<file path="src/rtl/min_perfect_square_sum_count_top_defines.svh">
// ----------------------------------------------------------------------------
// Assertion macros for the perfect-square count block
// Concurrent checks clocked on clk, disabled while rst_n is low.
// ----------------------------------------------------------------------------
`ifndef MIN_PERFECT_SQUARE_SUM_COUNT_TOP_DEFINES_SVH
`define MIN_PERFECT_SQUARE_SUM_COUNT_TOP_DEFINES_SVH

`ifndef SYNTHESIS

// Plain property that must hold at every edge
`define MSC_ASSERT(lbl, prop, msg) \
    lbl: assert property (@(posedge clk) disable iff (!rst_n) (prop)) else $error(msg);

// Same-cycle implication
`define MSC_ASSERT_IMPL(lbl, ante, cons, msg) \
    lbl: assert property (@(posedge clk) disable iff (!rst_n) (ante) |-> (cons)) \
        else $error(msg);

`else

`define MSC_ASSERT(lbl, prop, msg)
`define MSC_ASSERT_IMPL(lbl, ante, cons, msg)

`endif

`endif

</file>
<file path="src/rtl/msc_pkg.sv">
// ----------------------------------------------------------------------------
// msc_pkg
// Shared widths, constants and types of the perfect-square count block.
// ----------------------------------------------------------------------------
package msc_pkg;

    localparam int TARGET_W            = 12;
    localparam int COUNT_W             = 3;
    localparam int COUNT_MAX           = 7;
    localparam int DEFAULT_TABLE_DEPTH = 4096;

    // Controller states, one-hot
    typedef enum logic [2:0] {
        ST_IDLE = 3'b001,
        ST_SCAN = 3'b010,
        ST_HOLD = 3'b100
    } state_t;

    // Table port strobes from controller to memory
    typedef struct packed {
        logic rd_en;
        logic wr_en;
    } mem_ctl_t;

endpackage

</file>
<file path="src/rtl/msc_ctrl.sv">
// ----------------------------------------------------------------------------
// msc_ctrl
// Sequencer: walks v up to the target (clamped to TABLE_DEPTH - 1), reads table[v - k*k]
// one per cycle while k*k <= v, folds the minimum and writes table[v] back. Holds the result register.
// ----------------------------------------------------------------------------
`include "min_perfect_square_sum_count_top_defines.svh"

module msc_ctrl #(
    parameter int TABLE_DEPTH = msc_pkg::DEFAULT_TABLE_DEPTH,
    parameter int AW          = (TABLE_DEPTH > 1) ? $clog2(TABLE_DEPTH) : 1
) (
    input  logic                         clk,
    input  logic                         rst_n,
    input  logic                         in_valid,
    output logic                         in_ready,
    input  logic [msc_pkg::TARGET_W-1:0] target,
    output logic                         out_valid,
    input  logic                         out_ready,
    output logic [msc_pkg::COUNT_W-1:0]  square_count,
    output msc_pkg::mem_ctl_t            ctl,
    output logic [AW-1:0]                rd_addr,
    output logic [AW-1:0]                wr_addr,
    output logic [msc_pkg::COUNT_W-1:0]  wr_data,
    input  logic [msc_pkg::COUNT_W-1:0]  rd_data
);

    localparam int GW = (AW > msc_pkg::TARGET_W) ? AW : msc_pkg::TARGET_W;
    localparam int SW = AW + 2;
    localparam int KW = AW / 2 + 2;
    localparam int CW = msc_pkg::COUNT_W;

    msc_pkg::state_t state_reg, state_next;
    logic [AW-1:0]   v_reg, v_next;
    logic [AW-1:0]   goal_reg, goal_next;
    logic [KW-1:0]   k_reg, k_next;
    logic [SW-1:0]   sq_reg, sq_next;
    logic [CW-1:0]   best_reg, best_next;
    logic            pend_reg, pend_next;
    logic            zero_reg, zero_next;
    logic            out_valid_reg, out_valid_next;
    logic [CW-1:0]   count_reg, count_next;

    logic [GW-1:0]   tgt_ext;
    logic [AW-1:0]   goal_clamp;
    logic [CW-1:0]   rd_val;
    logic [CW:0]     cand;
    logic [CW-1:0]   best_fold;

    always_comb
    begin
        tgt_ext = GW'(target);
        if (tgt_ext > GW'(TABLE_DEPTH - 1))
        begin
            goal_clamp = AW'(TABLE_DEPTH - 1);
        end
        else
        begin
            goal_clamp = AW'(tgt_ext);
        end
    end

    // entry 0 is never stored; a read of it counts as zero
    assign rd_val    = zero_reg ? '0 : rd_data;
    assign cand      = {1'b0, rd_val} + (CW+1)'(1);
    assign best_fold = (pend_reg && (cand < {1'b0, best_reg})) ? cand[CW-1:0] : best_reg;

    assign rd_addr = v_reg - sq_reg[AW-1:0];
    assign wr_addr = v_reg;
    assign wr_data = best_fold;

    always_comb
    begin
        state_next     = state_reg;
        v_next         = v_reg;
        goal_next      = goal_reg;
        k_next         = k_reg;
        sq_next        = sq_reg;
        best_next      = best_reg;
        pend_next      = 1'b0;
        zero_next      = 1'b0;
        out_valid_next = out_valid_reg;
        count_next     = count_reg;
        ctl            = '0;
        in_ready       = 1'b0;

        if (out_valid_reg && out_ready)
        begin
            out_valid_next = 1'b0;
        end

        unique case (state_reg)
            msc_pkg::ST_IDLE:
            begin
                in_ready = 1'b1;
                if (in_valid)
                begin
                    goal_next = goal_clamp;
                    v_next    = AW'(1);
                    k_next    = KW'(1);
                    sq_next   = SW'(1);
                    if (goal_clamp == '0)
                    begin
                        best_next  = '0;
                        state_next = msc_pkg::ST_HOLD;
                    end
                    else
                    begin
                        best_next  = CW'(1);
                        state_next = msc_pkg::ST_SCAN;
                    end
                end
            end
            msc_pkg::ST_SCAN:
            begin
                best_next = best_fold;
                if (sq_reg <= SW'(v_reg))
                begin
                    ctl.rd_en = 1'b1;
                    pend_next = 1'b1;
                    zero_next = (rd_addr == '0);
                    // (k+1)^2 = k^2 + 2k + 1
                    sq_next   = sq_reg + SW'({k_reg, 1'b0}) + SW'(1);
                    k_next    = k_reg + KW'(1);
                end
                else
                begin
                    // last read data folded this cycle; commit table[v]
                    ctl.wr_en = 1'b1;
                    if (v_reg == goal_reg)
                    begin
                        state_next = msc_pkg::ST_HOLD;
                    end
                    else
                    begin
                        v_next  = v_reg + AW'(1);
                        k_next  = KW'(1);
                        sq_next = SW'(1);
                        if (SW'(v_reg) < SW'(msc_pkg::COUNT_MAX - 1))
                        begin
                            best_next = CW'(SW'(v_reg) + SW'(1));
                        end
                        else
                        begin
                            best_next = CW'(msc_pkg::COUNT_MAX);
                        end
                    end
                end
            end
            msc_pkg::ST_HOLD:
            begin
                if (!out_valid_reg || out_ready)
                begin
                    out_valid_next = 1'b1;
                    count_next     = best_reg;
                    state_next     = msc_pkg::ST_IDLE;
                end
            end
            default:
            begin
                state_next = msc_pkg::ST_IDLE;
            end
        endcase
    end

    always_ff @(posedge clk or negedge rst_n)
    begin
        if (!rst_n)
        begin
            state_reg     <= msc_pkg::ST_IDLE;
            pend_reg      <= 1'b0;
            zero_reg      <= 1'b0;
            out_valid_reg <= 1'b0;
        end
        else
        begin
            state_reg     <= state_next;
            pend_reg      <= pend_next;
            zero_reg      <= zero_next;
            out_valid_reg <= out_valid_next;
        end
    end

    always_ff @(posedge clk)
    begin
        v_reg     <= v_next;
        goal_reg  <= goal_next;
        k_reg     <= k_next;
        sq_reg    <= sq_next;
        best_reg  <= best_next;
        count_reg <= count_next;
    end

    assign out_valid    = out_valid_reg;
    assign square_count = count_reg;

    `MSC_ASSERT(a_rw_excl, !(ctl.rd_en && ctl.wr_en), "table read and write in one cycle")
    `MSC_ASSERT_IMPL(a_rd_below_v, ctl.rd_en, rd_addr < v_reg, "read of entry not yet written")
    `MSC_ASSERT_IMPL(a_wr_range, ctl.wr_en, (wr_addr <= goal_reg) && (wr_addr != '0), "write outside 1..goal")
    `MSC_ASSERT_IMPL(a_count_max, out_valid_reg, count_reg <= CW'(4), "square count above four")

endmodule

</file>
<file path="config.mk">
export PLATFORM = sky130hd
export DESIGN_NAME = msc_ctrl
export DESIGN_NICKNAME = d
export VERILOG_FILES = /design/src/rtl/msc_pkg.sv /design/src/rtl/msc_ctrl.sv
export VERILOG_INCLUDE_DIRS = /design/src /design/src/rtl
export SDC_FILE = /design/constraint.sdc
export NUM_CORES = 1
export LEC_CHECK = 0
export ABC_AREA = 1
export BUFFER_PORTS_ARGS = -buffer_cell sky130_fd_sc_hd__clkbuf_2
export CORE_MARGIN = 1
export CORE_UTILIZATION = 55
export CTS_CLUSTER_DIAMETER = 80
export DETAILED_ROUTE_END_ITERATION = 8
export PLACE_DENSITY_LB_ADDON = 0.08
export SLEW_MARGIN = 20
export SYNTH_ARGS = -nofsm -noshare
export SYNTH_HDL_FRONTEND = slang
export SYNTH_SLANG_ARGS = --single-unit
</file>
<file path="constraint.sdc">
create_clock -name clk -period 9.4 [get_ports clk]
set_input_delay 1.41 -clock clk [delete_from_list [all_inputs] [get_ports clk]]
set_output_delay 1.41 -clock clk [all_outputs]
set_load 0.01 [all_outputs]
</file>
==> flow_summary.yaml <==
synth:
  yosysWarnings: 0
  synth_edf_count: 52
  syn_area_mm2: 0.004328
  async_reset_ff_frac: 0.1034
  syn_area_per_cell_um2: 7.674
  dominantRegCellSynth: "edfxtp_1"
  netlist_instances: 564
  ys_types: 39
  synth_fp_nets: 621
  synth_top_cells_by_count: "132 x nand2_1, 97 x inv_1, 70 x nor2_1"
  ys_seq_elements: 58
  yosysTopAreaCell: "edfxtp_1"
  yosys-top-cells-area: "edfxtp_1 36%, nand2_1 11%, ha_1 10%"
  post-synth-top-count-cell: "nand2_1"
  ys_seq_area_frac: 0.3958
  synth_top_area_share: 0.3608
timing:
  setup_viol: 0
  fin_crit_sh: 0.4845
  finalCriticalPeriod_ps: 4554
  fmax_mhz: 219.6
  rsz0062_at_grt: "no"
  maxSlewHeadroom: 0.3326
  whs_ps: 451.7
  hold_viol_final: 0
  worst_slew_pin_slew_ps: 997.5
  setup_tns_ps: 0
  drv_slew: 0
  setup_ws_ps: 4846
  skew_ps: 9.936
setup_path:
  startpoint: "rd_data[0]"
  reg2reg_from: "wr_addr[7]"
  critPathMaxFanout: 6
  critPathKind: "in2out"
  reg2reg_slack_ps: 6120
  cp_slowest_cell: "ha_1"
  cp-start-kind: "input port"
  slowest_delay_ps: 310
  path_cells: "clkbuf_2 > nand2_1 > inv_1 > ha_1 > ha_1 > o21ai_0 > nand2_1 > nand2_1 > nand3_1 > o21ai_0 > inv_1 > clkbuf_2"
  arrival_ps: 3140
  path_common_cell: "nand2_1"
  end_kind: "output port"
  crit_required_ps: 7990
grt:
  grt_max_degree: 25
  grt_pass1_wl_um: 16800
  track_usage: 0.2601
  grt_pass1_vias: 3606
  antenna_found_initial: 0
  overflow: 0
placement:
  place_worst_setup_slack_ps: 4874
  io_buffers: 52
  globalplace.congestion: 0.9169
  dp_hpwl_um: 7568
floorplanning:
  die_x_um: 90.71
  start_util: 0.5811
  core_mm2: 0.007447
  row_count: 31
  chipHeight_um: 90.71
  io-pin-count: 53
  dieArea_mm2: 0.008227
drt:
  wl_per_cell_um: 13.70
  drc_errors: 0
  wl_um: 9780
  antenna_left: 0
  vias: 3657
  drt_pass1_iterations: 5
  vias_per_cell: 5.122
  drtIter0Drc: 202
layout:
  diodes: 0
  seqCellArea_mm2: 0.001713
  largest_reg_flops: 14
  nNetsFinal: 667
  area_growth_pct: 12.37
  fillers: 673
  drive_gt1_frac: 0.1301
  final_util: 0.6531
  multiInputGateArea_mm2: 0.002162
cts:
  holdBufCountCts: 0
  cts_resized: 0
  cts_setup_buffers: 0
  cts_buffers: 9
  clk_latency_ps: 350
  cts_max_level: 3
  clock-root-buffer: "clkbuf_8"
  clkTransAtPathRegs_ps: 70
  cts_tree: "built"
  clockBufferDepth: 2
  cts_sinks: 58
job:
  cap_viol_max_count: 0
pwr:
  p_leak_uw: 0.002403
  powerDensity_mw_per_mm2: 394.5
  ir_drop_uv: 256.4
min_path:
  hold_class: "reg2reg"
  min_from: "best_reg[2]"
outcome:
  status: "complete, no violations"
-- critical path, delay by kind of cell --
family,cells,cell delay (ps)
fa+ha+maj,2,580
compound gates,2,400
buf+inv,4,350
simple gates,4,390
-- where the power goes --
group	switching (µW)	internal [µW]
registers	104	413
clock network	109	164
logic	724	405
-- cell families after synthesis --
| kind of cell | count (synthesis) | synth area share |
|---|---|---|
| flops | 58 | 0.3958 |
| buf+inv | 116 | 0.1061 |
| xor+xnor | 20 | 0.04047 |
| compound gates | 61 | 0.07661 |
| fa+ha+maj | 38 | 0.1133 |
| simple gates | 270 | 0.2668 |
| other cells | 1 | 0.0008665 |
-- worst paths after layout --
check,end,depth (start not counted)
setup reg to reg,wr_addr[8],12
hold reg to reg,square_count[2],0
setup / recovery,wr_data[0],12
max in group asynchronous,state_reg[0],1
min in group asynchronous,state_reg[1],1
hold / removal,square_count[2],0
-- per-stage QoR --
stage          total power [µW]  instance area (µm²)  std cells
2_1_floorplan              1315                 4328        564
3_3_place_gp               1616                 4634        698
3_5_place_dp               1637                 4634        698
4_1_cts                    1917                 4863        714
5_1_grt                    2107                 4863        714
6_report                   1918                 4863        714
-- metal layers --
metal / global-route usage / wire [µm] / vias up
met5: 0 / 0 / -
met4: 0.1048 / 221 / 0
met3: 0.03451 / 394 / 16
met2: 0.4015 / 4257 / 90
met1: 0.3685 / 4907 / 1653
li1: - / - / 1898
-- cells in the final DEF, fill, tap and decap left out, types with 2 or more instances in the layout --
master and n:
a21oi_1 33, a31oi_1 2, bufinv_16 2, clkbuf_2 52, clkbuf_8 11, dfrtp_1 5
edfxtp_1 52, fa_1 2, ha_1 36, inv_1 97, nand2_1 132, nand2_2 3
nand3_1 31, nand3b_1 3, nand4_1 10, nor2_1 70, nor3_1 12, nor4_1 2
o21ai_0 15, o21bai_1 2, o31ai_1 2, or2_2 2, xnor2_1 15, xor2_1 5
-- final cells by class --
class | instances | share of cell area
clock buffer | 12 | 0.03190
clock inverter | 4 | 0.01518
inverter | 98 | 0.07564
multi-input combinational | 390 | 0.4446
sequential | 58 | 0.3522
tap | 99 | 0.02547
timing repair buffer | 53 | 0.05506
(Power assumes the default switching activity.)
